===== config.mk =====
export PLATFORM = sky130hd
export DESIGN_NAME = tube_interprocessor_register_block
export DESIGN_NICKNAME = d
export VERILOG_FILES = /design/src/sv/tipr_pkg.sv /design/src/sv/tipr_fifo_mem.sv /design/src/sv/tipr_out_buf.sv /design/src/sv/tipr_core.sv /design/src/sv/tube_interprocessor_register_block.sv
export VERILOG_INCLUDE_DIRS = /design/src /design/src/sv
export SDC_FILE = /design/constraint.sdc
export NUM_CORES = 1
export LEC_CHECK = 0
export BUFFER_PORTS_ARGS = -buffer_cell sky130_fd_sc_hd__buf_4
export CORE_MARGIN = 5
export CORE_UTILIZATION = 58
export CTS_CLUSTER_DIAMETER = 60
export DETAILED_ROUTE_END_ITERATION = 10
export PLACE_DENSITY = 0.87
export SETUP_SLACK_MARGIN = 0.1
export SYNTH_ARGS = -nofsm -noshare
export SYNTH_HDL_FRONTEND = slang
export SYNTH_SLANG_ARGS = --single-unit

===== constraint.sdc =====
create_clock -name i_clk -period 7.8 [get_ports i_clk]
set_input_delay 2.34 -clock i_clk [delete_from_list [all_inputs] [get_ports i_clk]]
set_output_delay 2.34 -clock i_clk [all_outputs]
set_load 0.05 [all_outputs]

===== src/sv/assert_macros.svh =====
// ----------------------------------------------------------------------------
// Assertion macros
// Shared concurrent assertion forms used by the register block.
// ----------------------------------------------------------------------------
`ifndef ASSERT_MACROS_SVH
`define ASSERT_MACROS_SVH

// Same-cycle implication, disabled while reset is asserted.
`define ASSERT_IMPL(label, clk, rst_n, ante, cons, msg) \
    label: assert property (@(posedge clk) disable iff (!rst_n) (ante) |-> (cons)) \
        else $error(msg);

// Next-cycle implication, disabled while reset is asserted.
`define ASSERT_NEXT(label, clk, rst_n, ante, cons, msg) \
    label: assert property (@(posedge clk) disable iff (!rst_n) (ante) |=> (cons)) \
        else $error(msg);

`endif


===== src/sv/tipr_pkg.sv =====
`timescale 1ns / 1ps
// ----------------------------------------------------------------------------
// tipr_pkg
// Types and constants shared by the interprocessor register block.
// ----------------------------------------------------------------------------
package tipr_pkg;

    typedef enum logic [2:0] {
        CMD_HOST_RD = 3'd0,
        CMD_HOST_WR = 3'd1,
        CMD_PAR_RD  = 3'd2,
        CMD_PAR_WR  = 3'd3,
        CMD_RESET   = 3'd4
    } t_cmd;

    localparam logic [2:0] REG_STAT1 = 3'd0;
    localparam logic [2:0] REG_DATA1 = 3'd1;
    localparam logic [2:0] REG_STAT2 = 3'd2;
    localparam logic [2:0] REG_DATA2 = 3'd3;
    localparam logic [2:0] REG_STAT3 = 3'd4;
    localparam logic [2:0] REG_DATA3 = 3'd5;
    localparam logic [2:0] REG_STAT4 = 3'd6;
    localparam logic [2:0] REG_DATA4 = 3'd7;

    localparam int FLAG_IRQ = 0;
    localparam int FLAG_NMI = 1;
    localparam int FLAG_RST = 2;

    localparam int   PADDR_W        = 3;
    localparam logic REG_ENABLE_IDX = 1'b0;

    typedef struct packed {
        logic [2:0] cmd;
        logic [2:0] reg_addr;
        logic [7:0] wdata;
    } t_item;

    typedef struct packed {
        logic       rst;
        logic       nmi;
        logic       irq;
        logic [7:0] rdata;
    } t_result;

    typedef struct packed {
        logic            enable;
        logic [2:0]      flags;
        logic [1:0]      th3;
        logic [1:0]      tp3;
        logic [3:0][7:0] hs;
        logic [3:0][7:0] ps;
    } t_ctl;

    localparam t_ctl CTL_RESET = '{
        enable: 1'b1,
        flags:  3'b000,
        th3:    2'd1,
        tp3:    2'd0,
        hs:     {8'h7F, 8'hFF, 8'h7F, 8'h4E},
        ps:     {8'h7F, 8'h7F, 8'h7F, 8'h40}
    };

    function automatic logic nmi_cond(input t_ctl c);
        logic lim;
        lim = c.hs[0][4];
        return c.hs[0][3] && ((c.tp3 > {1'b0, lim}) || (c.th3 == 2'd0));
    endfunction

endpackage


===== src/sv/tipr_fifo_mem.sv =====
`timescale 1ns / 1ps
// ----------------------------------------------------------------------------
// tipr_fifo_mem
// Channel 1 byte store with registered read data and write forwarding.
// ----------------------------------------------------------------------------
module tipr_fifo_mem #(
    parameter int DEPTH = 24,
    parameter int AW    = 5
) (
    input  logic          i_clk,
    input  logic          i_we,
    input  logic [AW-1:0] i_waddr,
    input  logic [7:0]    i_wdata,
    input  logic [AW-1:0] i_raddr,
    output logic [7:0]    o_q
);

    logic [7:0] r_mem [DEPTH];
    logic [7:0] r_q;

    always_ff @(posedge i_clk) begin
        if (i_we) begin
            r_mem[i_waddr] <= i_wdata;
        end
        if (i_we && (i_waddr == i_raddr)) begin
            r_q <= i_wdata;
        end else begin
            r_q <= r_mem[i_raddr];
        end
    end

    assign o_q = r_q;

endmodule


===== src/sv/tipr_out_buf.sv =====
`timescale 1ns / 1ps
// ----------------------------------------------------------------------------
// tipr_out_buf
// Two-entry result queue between the access logic and the output stream.
// ----------------------------------------------------------------------------
module tipr_out_buf (
    input  logic             i_clk,
    input  logic             i_rst_n,
    input  logic             i_push,
    input  tipr_pkg::t_result i_data,
    output logic             o_ready,
    output logic             o_valid,
    input  logic             i_ready,
    output tipr_pkg::t_result o_data
);

    tipr_pkg::t_result r_q [2];
    logic              r_wp;
    logic              r_rp;
    logic [1:0]        r_cnt;
    logic              pop;

    assign pop     = o_valid && i_ready;
    assign o_valid = (r_cnt != 2'd0);
    assign o_ready = (r_cnt != 2'd2);
    assign o_data  = r_q[r_rp];

    always_ff @(posedge i_clk) begin
        if (i_push) begin
            r_q[r_wp] <= i_data;
        end
    end

    always_ff @(posedge i_clk) begin
        if (!i_rst_n) begin
            r_wp  <= 1'b0;
            r_rp  <= 1'b0;
            r_cnt <= 2'd0;
        end else begin
            if (i_push) begin
                r_wp <= ~r_wp;
            end
            if (pop) begin
                r_rp <= ~r_rp;
            end
            case ({i_push, pop})
                2'b10:   r_cnt <= r_cnt + 2'd1;
                2'b01:   r_cnt <= r_cnt - 2'd1;
                default: r_cnt <= r_cnt;
            endcase
        end
    end

endmodule


===== src/sv/tipr_core.sv =====
`timescale 1ns / 1ps
// ----------------------------------------------------------------------------
// tipr_core
// Status, control and latch state of the four channels, updated per access.
// ----------------------------------------------------------------------------
module tipr_core #(
    parameter int DEPTH = 24,
    parameter int PW    = 5
) (
    input  logic              i_clk,
    input  logic              i_rst_n,
    input  logic              i_accept,
    input  tipr_pkg::t_item   i_item,
    input  logic              i_cfg_we,
    input  logic              i_cfg_enable,
    output logic              o_enable,
    output tipr_pkg::t_result o_result,
    output logic              o_mem_we,
    output logic [PW-1:0]     o_mem_waddr,
    output logic [7:0]        o_mem_wdata,
    output logic [PW-1:0]     o_mem_raddr,
    input  logic [7:0]        i_mem_q
);

    localparam int CW = $clog2(DEPTH + 1);

    tipr_pkg::t_ctl  r_ctl, n_ctl;
    logic [3:0][7:0] r_ra, n_ra;
    logic [4:0][7:0] r_pl, n_pl;
    logic [7:0]      r_c3s, n_c3s;
    logic [PW-1:0]   r_rp, n_rp;
    logic [PW-1:0]   r_wp, n_wp;
    logic [CW-1:0]   r_cnt, n_cnt;
    logic [7:0]      rdata;
    logic            nmi_pre, after;
    logic [1:0]      idx;
    logic [2:0]      a;
    logic [7:0]      v;

    function automatic logic [PW-1:0] next_ptr(input logic [PW-1:0] p);
        return (p == PW'(DEPTH - 1)) ? '0 : p + 1'b1;
    endfunction

    assign a   = i_item.reg_addr;
    assign v   = i_item.wdata;
    assign idx = a[2:1];

    always_comb begin
        n_ctl       = r_ctl;
        n_ra        = r_ra;
        n_pl        = r_pl;
        n_c3s       = r_c3s;
        n_rp        = r_rp;
        n_wp        = r_wp;
        n_cnt       = r_cnt;
        rdata       = 8'h00;
        nmi_pre     = 1'b0;
        after       = 1'b0;
        o_mem_we    = 1'b0;
        o_mem_waddr = r_wp;
        o_mem_wdata = v;
        if (i_accept) begin
            case (tipr_pkg::t_cmd'(i_item.cmd))
                tipr_pkg::CMD_HOST_RD: begin
                    rdata = a[0] ? r_ra[idx] : r_ctl.hs[idx];
                    case (a)
                        tipr_pkg::REG_DATA1: begin
                            if (r_cnt != '0) begin
                                n_ra[0] = i_mem_q;
                                n_cnt   = r_cnt - 1'b1;
                                if (n_cnt != '0) begin
                                    n_rp = next_ptr(r_rp);
                                end else begin
                                    n_ctl.hs[0][7] = 1'b0;
                                end
                                n_ctl.ps[0][6] = 1'b1;
                            end
                        end
                        tipr_pkg::REG_DATA2, tipr_pkg::REG_DATA4: begin
                            if (r_ctl.hs[idx][7]) begin
                                n_ctl.hs[idx][7] = 1'b0;
                                n_ctl.ps[idx][6] = 1'b1;
                            end
                        end
                        tipr_pkg::REG_DATA3: begin
                            if (r_ctl.th3 != 2'd0) begin
                                n_ra[2]          = r_c3s;
                                n_ctl.th3        = r_ctl.th3 - 2'd1;
                                n_ctl.ps[2][7:6] = 2'b11;
                                if (n_ctl.th3 == 2'd0) begin
                                    n_ctl.hs[2][7] = 1'b0;
                                    if (r_ctl.hs[0][3]) begin
                                        n_ctl.flags[tipr_pkg::FLAG_NMI] = 1'b1;
                                    end
                                end
                            end
                        end
                        default: begin
                        end
                    endcase
                end
                tipr_pkg::CMD_HOST_WR: begin
                    case (a)
                        tipr_pkg::REG_STAT1: begin
                            if (r_ctl.enable) begin
                                nmi_pre = tipr_pkg::nmi_cond(r_ctl);
                                if (v[7]) begin
                                    if (v[6]) begin
                                        n_ctl = tipr_pkg::CTL_RESET;
                                        n_rp  = '0;
                                        n_wp  = '0;
                                        n_cnt = '0;
                                    end else begin
                                        n_ctl.hs[0] = r_ctl.hs[0] | {2'b00, v[5:0]};
                                    end
                                end else begin
                                    n_ctl.hs[0] = r_ctl.hs[0] & ~{2'b00, v[5:0]};
                                end
                                n_ctl.flags[tipr_pkg::FLAG_RST] = n_ctl.hs[0][5];
                                after = tipr_pkg::nmi_cond(n_ctl);
                                if (!nmi_pre && after) begin
                                    n_ctl.flags[tipr_pkg::FLAG_NMI] = 1'b1;
                                end
                                if (!after) begin
                                    n_ctl.flags[tipr_pkg::FLAG_NMI] = 1'b0;
                                end
                                n_ctl.flags[tipr_pkg::FLAG_IRQ] =
                                    (n_ctl.hs[0][1] && n_ctl.ps[0][7]) ||
                                    (n_ctl.hs[0][2] && n_ctl.ps[3][7]);
                            end
                        end
                        tipr_pkg::REG_DATA1: begin
                            n_pl[0]        = v;
                            n_ctl.ps[0][7] = 1'b1;
                            n_ctl.hs[0][6] = 1'b0;
                            if (r_ctl.hs[0][1]) begin
                                n_ctl.flags[tipr_pkg::FLAG_IRQ] = 1'b1;
                            end
                        end
                        tipr_pkg::REG_DATA2: begin
                            n_pl[1]        = v;
                            n_ctl.ps[1][7] = 1'b1;
                            n_ctl.hs[1][6] = 1'b0;
                        end
                        tipr_pkg::REG_DATA3: begin
                            if (r_ctl.hs[0][4]) begin
                                if (r_ctl.tp3 < 2'd2) begin
                                    if (r_ctl.tp3 == 2'd0) begin
                                        n_pl[2] = v;
                                    end else begin
                                        n_pl[3] = v;
                                    end
                                    n_ctl.tp3 = r_ctl.tp3 + 2'd1;
                                end
                                if (n_ctl.tp3 == 2'd2) begin
                                    n_ctl.ps[2][7] = 1'b1;
                                    n_ctl.hs[2][6] = 1'b0;
                                    if (r_ctl.hs[0][3]) begin
                                        n_ctl.flags[tipr_pkg::FLAG_NMI] = 1'b1;
                                    end
                                end
                            end else begin
                                n_pl[2]        = v;
                                n_ctl.tp3      = 2'd1;
                                n_ctl.ps[2][7] = 1'b1;
                                n_ctl.hs[2][6] = 1'b0;
                                if (r_ctl.hs[0][3]) begin
                                    n_ctl.flags[tipr_pkg::FLAG_NMI] = 1'b1;
                                end
                            end
                        end
                        tipr_pkg::REG_DATA4: begin
                            n_pl[4]        = v;
                            n_ctl.ps[3][7] = 1'b1;
                            n_ctl.hs[3][6] = 1'b0;
                            if (r_ctl.hs[0][2]) begin
                                n_ctl.flags[tipr_pkg::FLAG_IRQ] = 1'b1;
                            end
                        end
                        default: begin
                        end
                    endcase
                end
                tipr_pkg::CMD_PAR_RD: begin
                    case (a)
                        tipr_pkg::REG_STAT1: begin
                            rdata = r_ctl.ps[0] | {2'b00, r_ctl.hs[0][5:0]};
                        end
                        tipr_pkg::REG_DATA1: begin
                            rdata = r_pl[0];
                            if (r_ctl.ps[0][7]) begin
                                n_ctl.ps[0][7] = 1'b0;
                                n_ctl.hs[0][6] = 1'b1;
                                if (!r_ctl.ps[3][7]) begin
                                    n_ctl.flags[tipr_pkg::FLAG_IRQ] = 1'b0;
                                end
                            end
                        end
                        tipr_pkg::REG_DATA2: begin
                            rdata = r_pl[1];
                            if (r_ctl.ps[1][7]) begin
                                n_ctl.ps[1][7] = 1'b0;
                                n_ctl.hs[1][6] = 1'b1;
                            end
                        end
                        tipr_pkg::REG_DATA3: begin
                            rdata = r_pl[2];
                            if (r_ctl.tp3 != 2'd0) begin
                                n_pl[2]   = r_pl[3];
                                n_ctl.tp3 = r_ctl.tp3 - 2'd1;
                                if (n_ctl.tp3 == 2'd0) begin
                                    n_ctl.hs[2][6] = 1'b1;
                                    n_ctl.ps[2][7] = 1'b0;
                                end
                                if ((r_ctl.th3 != 2'd0) &&
                                    (r_ctl.hs[0][4] || (n_ctl.tp3 == 2'd0))) begin
                                    n_ctl.flags[tipr_pkg::FLAG_NMI] = 1'b0;
                                end
                            end
                        end
                        tipr_pkg::REG_DATA4: begin
                            rdata = r_pl[4];
                            if (r_ctl.ps[3][7]) begin
                                n_ctl.ps[3][7] = 1'b0;
                                n_ctl.hs[3][6] = 1'b1;
                                if (!r_ctl.ps[0][7]) begin
                                    n_ctl.flags[tipr_pkg::FLAG_IRQ] = 1'b0;
                                end
                            end
                        end
                        default: begin
                            rdata = r_ctl.ps[idx];
                        end
                    endcase
                end
                tipr_pkg::CMD_PAR_WR: begin
                    case (a)
                        tipr_pkg::REG_DATA1: begin
                            if (r_cnt < CW'(DEPTH)) begin
                                if (r_cnt == '0) begin
                                    n_ra[0] = v;
                                end else begin
                                    o_mem_we = 1'b1;
                                    n_wp     = next_ptr(r_wp);
                                end
                                n_cnt          = r_cnt + 1'b1;
                                n_ctl.hs[0][7] = 1'b1;
                                if (n_cnt == CW'(DEPTH)) begin
                                    n_ctl.ps[0][6] = 1'b0;
                                end
                            end
                        end
                        tipr_pkg::REG_DATA2, tipr_pkg::REG_DATA4: begin
                            n_ra[idx]        = v;
                            n_ctl.hs[idx][7] = 1'b1;
                            n_ctl.ps[idx][6] = 1'b0;
                        end
                        tipr_pkg::REG_DATA3: begin
                            if (r_ctl.hs[0][4]) begin
                                if (r_ctl.th3 < 2'd2) begin
                                    if (r_ctl.th3 == 2'd0) begin
                                        n_ra[2] = v;
                                    end else begin
                                        n_c3s = v;
                                    end
                                    n_ctl.th3 = r_ctl.th3 + 2'd1;
                                end
                                if (n_ctl.th3 == 2'd2) begin
                                    n_ctl.hs[2][7] = 1'b1;
                                    n_ctl.ps[2][6] = 1'b0;
                                end
                                if (!(r_ctl.tp3 > 2'd1)) begin
                                    n_ctl.flags[tipr_pkg::FLAG_NMI] = 1'b0;
                                end
                            end else begin
                                n_ra[2]          = v;
                                n_ctl.th3        = 2'd1;
                                n_ctl.hs[2][7]   = 1'b1;
                                n_ctl.ps[2][7:6] = 2'b00;
                                if (r_ctl.tp3 == 2'd0) begin
                                    n_ctl.flags[tipr_pkg::FLAG_NMI] = 1'b0;
                                end
                            end
                        end
                        default: begin
                        end
                    endcase
                end
                tipr_pkg::CMD_RESET: begin
                    n_ctl = tipr_pkg::CTL_RESET;
                    n_rp  = '0;
                    n_wp  = '0;
                    n_cnt = '0;
                end
                default: begin
                end
            endcase
        end
        if (i_cfg_we) begin
            n_ctl.enable = i_cfg_enable;
        end
    end

    assign o_mem_raddr = i_rst_n ? n_rp : '0;
    assign o_enable    = r_ctl.enable;

    assign o_result.rdata = rdata;
    assign o_result.irq   = n_ctl.flags[tipr_pkg::FLAG_IRQ];
    assign o_result.nmi   = n_ctl.flags[tipr_pkg::FLAG_NMI];
    assign o_result.rst   = n_ctl.flags[tipr_pkg::FLAG_RST];

    always_ff @(posedge i_clk) begin
        if (!i_rst_n) begin
            r_ctl <= tipr_pkg::CTL_RESET;
            r_ra  <= '0;
            r_pl  <= '0;
            r_c3s <= 8'h00;
            r_rp  <= '0;
            r_wp  <= '0;
            r_cnt <= '0;
        end else begin
            r_ctl <= n_ctl;
            r_ra  <= n_ra;
            r_pl  <= n_pl;
            r_c3s <= n_c3s;
            r_rp  <= n_rp;
            r_wp  <= n_wp;
            r_cnt <= n_cnt;
        end
    end

endmodule


===== src/sv/tube_interprocessor_register_block.sv =====
// Each access does a single read-modify-write of the state and queues its result.
// Throughput: one access per cycle while the result queue is not full.
// The channel 1 store is read ahead at the next read pointer, with write forwarding.
// A two-entry result queue keeps the input ready while one result waits to be taken.
// Reset is synchronous and active low; all state is ready on the first cycle after it.
`timescale 1ns / 1ps
// ----------------------------------------------------------------------------
// tube_interprocessor_register_block
// Four-channel host/parasite register block with a byte FIFO on channel 1.
// ----------------------------------------------------------------------------
`include "assert_macros.svh"

module tube_interprocessor_register_block #(
    parameter int FIFO_DEPTH = 24
) (
    input  logic                         i_clk,
    input  logic                         i_rst_n,
    input  logic                         s_axis_tvalid,
    output logic                         s_axis_tready,
    // [2:0] reg_addr, [10:3] wdata, [15:11] zero
    input  logic [15:0]                  s_axis_tdata,
    // [2:0] cmd
    input  logic [2:0]                   s_axis_tuser,
    output logic                         m_axis_tvalid,
    input  logic                         m_axis_tready,
    // [7:0] rdata, [8] irq_out, [9] nmi_out, [10] reset_out, [15:11] zero
    output logic [15:0]                  m_axis_tdata,
    input  logic                         psel,
    input  logic                         penable,
    input  logic                         pwrite,
    input  logic [tipr_pkg::PADDR_W-1:0] paddr,
    input  logic [31:0]                  pwdata,
    output logic [31:0]                  prdata,
    output logic                         pready
);

    localparam int PW = $clog2(FIFO_DEPTH);

    tipr_pkg::t_item   w_item;
    tipr_pkg::t_result w_result;
    tipr_pkg::t_result w_out;
    logic              w_accept;
    logic              w_cfg_we;
    logic              w_enable;
    logic              w_mem_we;
    logic [PW-1:0]     w_mem_waddr;
    logic [7:0]        w_mem_wdata;
    logic [PW-1:0]     w_mem_raddr;
    logic [7:0]        w_mem_q;

    assign w_item.cmd      = s_axis_tuser;
    assign w_item.reg_addr = s_axis_tdata[2:0];
    assign w_item.wdata    = s_axis_tdata[10:3];
    assign w_accept        = s_axis_tvalid && s_axis_tready;

    assign pready   = 1'b1;
    assign w_cfg_we = psel && penable && pwrite && (paddr[2] == tipr_pkg::REG_ENABLE_IDX);
    assign prdata   = (paddr[2] == tipr_pkg::REG_ENABLE_IDX) ? {31'b0, w_enable} : 32'b0;

    tipr_core #(
        .DEPTH (FIFO_DEPTH),
        .PW    (PW)
    ) u_core (
        .i_clk        (i_clk),
        .i_rst_n      (i_rst_n),
        .i_accept     (w_accept),
        .i_item       (w_item),
        .i_cfg_we     (w_cfg_we),
        .i_cfg_enable (pwdata[0]),
        .o_enable     (w_enable),
        .o_result     (w_result),
        .o_mem_we     (w_mem_we),
        .o_mem_waddr  (w_mem_waddr),
        .o_mem_wdata  (w_mem_wdata),
        .o_mem_raddr  (w_mem_raddr),
        .i_mem_q      (w_mem_q)
    );

    tipr_fifo_mem #(
        .DEPTH (FIFO_DEPTH),
        .AW    (PW)
    ) u_fifo_mem (
        .i_clk   (i_clk),
        .i_we    (w_mem_we),
        .i_waddr (w_mem_waddr),
        .i_wdata (w_mem_wdata),
        .i_raddr (w_mem_raddr),
        .o_q     (w_mem_q)
    );

    tipr_out_buf u_out_buf (
        .i_clk   (i_clk),
        .i_rst_n (i_rst_n),
        .i_push  (w_accept),
        .i_data  (w_result),
        .o_ready (s_axis_tready),
        .o_valid (m_axis_tvalid),
        .i_ready (m_axis_tready),
        .o_data  (w_out)
    );

    assign m_axis_tdata = {5'b00000, w_out.rst, w_out.nmi, w_out.irq, w_out.rdata};

    `ASSERT_NEXT(a_accept_gives_result, i_clk, i_rst_n, s_axis_tvalid && s_axis_tready, m_axis_tvalid, "accepted transfer left no result")
    `ASSERT_IMPL(a_empty_is_ready, i_clk, i_rst_n, !m_axis_tvalid, s_axis_tready, "input stalled with no result pending")
    `ASSERT_IMPL(a_mem_waddr_range, i_clk, i_rst_n, w_mem_we, w_mem_waddr < FIFO_DEPTH, "store write address out of range")
    `ASSERT_IMPL(a_mem_raddr_range, i_clk, i_rst_n, 1'b1, w_mem_raddr < FIFO_DEPTH, "store read address out of range")

endmodule

==> metrics, run 1 <==
status=finished, final reports clean; final cell count without fillers=1895; Clk Latency, worst-skew pair=540 ps; kind of critical path=input pin to flip-flop; maximum vdd drop=0.000165 V; # rows=63; leakage power=6.57 nW; area leader, netlist=edfxtp_1; Layout Nets=1552; GR Overflow Total=0; origin of the worst setup path=s_axis_tvalid; via count=12300; Post-Place Cells=1821; Initial Util=59.1%; number of global-route vias before repair=11900; RR Startpoint=u_out_buf.r_cnt[0]$_SDFFE_PN0P_; Mean Syn Cell Area=11.8 um2; root buf cell=clkbuf_16; Post-CTS Resized=0; Max FO, Critical Path=25; # DRC=0; Hold WC Path Type=flip-flop to flip-flop; CP cell instances=buf_4, and2_1, inv_2, a2111oi_2, nand2_1, nor2_1; Routed WL=41700 um; first-pass GRT wire length=65800 um; Synth top area share=36.4%; Diodes inserted=0; Crit path required time=7950 ps; PwrDens=246 mW/mm2; FF-to-FF setup slack=3790 ps; Gate Count Post-Synth=1493; CTS clk-pin slew, worst paths=60 ps; Critical Path Start Type=input pin; Port Buffer Count=36; H-tree depth=2; Area Growth Syn to Fin=9.00%; drt wl/cell=22.0 um; Final Hold Fails=0; Final Util=64.4%; Slew @ Worst Pin=1120 ps; fmax=192 MHz; clk sinks=386; WP data arrival=5370 ps; Core Region=0.0299 mm2; Die W=184 um; Slowest-stage cell, CP=a2111oi_2; Sum Neg Setup Slack=0 ps; fraction of registers with async set/reset=0%; CTS tree=yes; Fillers=2020; ys flop type=edfxtp_1; routability cong.=0.919; largest net degree at the start of global routing=100; Bufs and invs on worst path=2; register area share after synthesis=55.9%; total CTS buffers=40; Cell Area, Synth=0.0176 mm2; max-cap violations=0; Ports=112; cell family contributing the most delay on the critical path=simple AND/OR/NAND/NOR gates; Tot GR Track Use=24.4%; hold buffers post-CTS=0; DR iter-0 viols=1872; RSZ-0062 raised after global routing=no; #FFs+latches synth=386; register area=0.00987 mm2; Tot Pwr=4.73 mW; number of library cell types mapped by synthesis=82; Period minus WS final=5220 ps; Hold Startpoint=u_core.r_ctl[21]$_SDFFE_PN1P_; Final HPWL DP=25300 um; Max Clock Skew=31.1 ps; Post-CTS Setup Bufs=0; Multi-input gate area=0.00714 mm2; Via density=6.51; Final setup viols=0; final worst-path cycle share=66.9%; TritonRoute pass-1 iters=6; CP Capture Type=flip-flop; Slew Limit Fails=0; top post-synthesis cells by area=edfxtp_1, dfxtp_1, mux4_2, mux2i_1, nor2_1; antenna viol nets, final=0; relative slew slack=25.2%; Yosys Warn Count=0; die footprint=0.0340 mm2; CTS max path bufs=3; initial antenna violation count=0; layout cell share with drive strength beyond 1=14.8%; number of flops mapped to enable cells by yosys=214; crit-path max cell delay=800 ps; Die Span Y=184 um
-- final cells by class --
class / count / area share, %
Clock buffer: 53 / 5.89
Clock inverter: 21 / 1.10
Inverter: 19 / 0.371
Sequential cell: 386 / 51.3
Timing Repair Buffer: 43 / 1.68
Tap cell: 390 / 2.54
Multi-Input combinational cell: 983 / 37.1
-- state kept, by name (all words and copies together), names as in the netlist, 8 cells and up, named ones only --
register          cells
u_core.r_c3s          8
u_core.r_ra          32
u_core.r_ctl         71
u_core.r_pl          40
u_fifo_mem.r_mem    192
u_out_buf.r_q        22
-- cell usage after synthesis (all sizes together), types with 5 or more instances --
library cell / number
nor2: 135
o311ai: 6
and2: 13
or4: 5
dfxtp: 172
nand2: 128
o22a: 6
edfxtp: 214
nand3: 40
o21ai: 78
or2: 12
a41oi: 9
a22oi: 19
inv: 18
mux4: 55
nand4: 6
a21oi: 65
a311oi: 20
o221ai: 6
ha: 18
nand3b: 5
a31oi: 6
nor2b: 9
or3: 9
a221oi: 8
o211ai: 14
buf: 78
mux2i: 103
clkbuf: 62
nor3b: 8
a211oi: 5
nand2b: 49
nor3: 20
mux2: 23
-- metrics by stage --
stage	cell area, um2	setup slack (ps)	hold slack, ps
3_5_place_dp	17900	2220	422
2_1_floorplan	17800	2430	405
3_3_place_gp	17900	2320	417
6_report	19200	2580	439
5_1_grt	19200	2530	443
4_1_cts	19200	2710	437
-- cells in the final DEF, fill, tap and decap left out, types with 42 or more instances in the layout --
cell,synthesis,final
buf_4,40,43
nand2b_1,49,49
clkbuf_16,0,42
nand2_1,128,128
mux2i_1,103,103
a21oi_1,65,65
nor2_1,135,135
mux4_2,55,55
o21ai_0,73,73
edfxtp_1,214,214
dfxtp_1,172,171
-- routing by layer --
layer	track usage [%]	wire [um]
met3	4.22	4700
met1	34.6	16500
met4	9.11	1530
met5	0	0
met2	38.0	19000
-- where the power goes --
group | total, mW | internal (mW) | switching [mW]
combinational | 0.574 | 0.182 | 0.392
clock | 1.93 | 1.13 | 0.795
sequential | 2.23 | 2.19 | 0.0417
-- cell families after synthesis --
| family | synth area share [%] |
|---|---|
| multiplexers | 14.3 |
| XOR/XNOR | 0.199 |
| buffers and inverters | 4.47 |
| other | 0.0426 |
| adder cells (fa/ha/maj) | 1.28 |
| AND/OR/NAND/NOR | 12.9 |
| flip-flops | 55.9 |
| AO/OA/AOI/OAI | 10.9 |
-- path summary, 6_finish.rpt --
| path | endpoint | depth (start not counted) |
|---|---|---|
| hold reg to reg | u_core.r_ctl[21]$_SDFFE_PN1P_ | 1 |
| hold / removal | u_core.r_ctl[21]$_SDFFE_PN1P_ | 1 |
| setup reg to reg | u_fifo_mem.r_mem[9][7]$_DFFE_PP_ | 6 |
| setup / recovery | u_fifo_mem.r_mem[9][7]$_DFFE_PP_ | 6 |
Note: power is estimated with default switching activity, not from simulation.
==> run 2, diff against run 1 <==
==> constraint.sdc (replaced) <==
create_clock -name i_clk -period 4.83 [get_ports i_clk]
set_input_delay 1.449 -clock i_clk [delete_from_list [all_inputs] [get_ports i_clk]]
set_output_delay 1.449 -clock i_clk [all_outputs]
set_load 0.05 [all_outputs]
==> metrics, run 2 (same netlist as run 1, synthesis figures left out) <==
Initial Util=59.1%; Core Region=0.0299 mm2; Slew @ Worst Pin=1110 ps; largest net degree at the start of global routing=93; Ports=112; number of global-route vias before repair=12000; WHS Path Cells=1; CTS tree=yes; Tot GR Track Use=24.8%; root buf cell=clkbuf_16; Port Buffer Count=36; maximum vdd drop=0.000280 V; Crit path required time=5060 ps; kind of critical path=input pin to flip-flop; via count=12500; Via density=6.46; routability cong.=0.946; Bufs and invs on worst path=2; CTS clk-pin slew, worst paths=60 ps; leakage power=6.76 nW; Layout Nets=1588; CP Capture Type=flip-flop; Slew Limit Fails=0; Top reg by flops=u_fifo_mem.r_mem; first-pass GRT wire length=66900 um; commonest non-fill, non-tap cell in the layout=edfxtp_1; TritonRoute pass-1 iters=6; Critical Path Start Type=input pin; PwrDens=394 mW/mm2; Top Registers=u_fifo_mem.r_mem: 192 flops, u_core.r_ctl: 71 flops, u_core.r_pl: 40 flops; Slowest-stage cell, CP=a2111oi_2; Area Growth Syn to Fin=10.6%; relative slew slack=25.8%; # rows=63; Top Metal Used=met4; fmax=253 MHz; DRT met1 WL=17100 um; cell family contributing the most delay on the critical path=simple AND/OR/NAND/NOR gates; CP cell instances=buf_4, nor3b_4, nand2_1, a2111oi_2, nand2_1, nor2_1, buf_4; most frequent cells in the layout=edfxtp_1, dfxtp_1, nor2_1; H-tree depth=2; Post-CTS Resized=0; Routed WL=42800 um; status=finished, final reports clean; Levels on crit path=7; drt wl/cell=22.2 um; Period minus WS final=3960 ps; Fillers=2028; Clk Latency, worst-skew pair=530 ps; layout cell share with drive strength beyond 1=16.4%; Tot Pwr=7.70 mW; max-cap violations=0; hold buffers post-CTS=0; clk sinks=386; RSZ-0062 raised after global routing=no; Max Clock Skew=32.7 ps; Final Hold Fails=0; Sum Neg Setup Slack=0 ps; Post-CTS Setup Bufs=0; Diodes inserted=0; Hold WC Path Type=flip-flop to flip-flop; DR iter-0 viols=1670; Max FO, Critical Path=38; DR WL met3=4640 um; Final HPWL DP=26600 um; Die W=184 um; R2R depth=8; WP data arrival=4190 ps; CTS max path bufs=3; Die Span Y=184 um; # DRC=0; Final setup viols=0; max FFs per register=192; antenna viol nets, final=0; wire length on met2=19500 um; GR Overflow Total=0; die footprint=0.0340 mm2; total CTS buffers=40; final worst-path cycle share=82.0%; initial antenna violation count=0; crit-path max cell delay=630 ps
run 2: routing by layer:
metal,GRT usage [%],up-vias
met5,0,-
met4,8.99,0
met3,4.76,130
met2,38.7,821
met1,35.0,5990
li1,-,5534
run 2: power by group:
part / internal, mW / total (mW) / switching, mW
clock: 1.89 / 3.16 / 1.27
sequential: 3.53 / 3.61 / 0.0772
combinational: 0.302 / 0.931 / 0.629
run 2: final timing paths:
check	startpoint	to	slack, ps
max reg2reg	u_out_buf.r_cnt[0]$_SDFFE_PN0P_	u_fifo_mem.r_mem[15][5]$_DFFE_PP_	1740
min reg2reg	u_core.r_ctl[17]$_SDFFE_PN1P_	u_core.r_ctl[17]$_SDFFE_PN1P_	430
max	s_axis_tdata[0]	u_fifo_mem.r_mem[15][5]$_DFFE_PP_	870
min	u_core.r_ctl[17]$_SDFFE_PN1P_	u_core.r_ctl[17]$_SDFFE_PN1P_	430
run 2: area by class of cell:
| type | count | area [um2] | area share (%) |
|---|---|---|---|
| flip-flops and latches | 386 | 9870 | 50.6 |
| multi-input cells | 983 | 7140 | 36.6 |
| clock buffers | 54 | 1150 | 5.87 |
| repair buffers | 79 | 593 | 3.04 |
| well taps | 390 | 488 | 2.50 |
| clock inverters | 19 | 216 | 1.11 |
| inverters | 19 | 71.3 | 0.365 |
run 2: metrics by stage:
stage	hold WS, ps	util, %	cells	instance area, um2	setup slack (ps)
2_1_floorplan	405	-	1528	17800	1240
5_1_grt	442	65.4	1930	19500	789
3_5_place_dp	420	60.8	1857	18200	550
3_3_place_gp	417	60.8	1857	18200	600
6_report	434	65.4	1930	19500	872
4_1_cts	437	65.4	1930	19500	1020
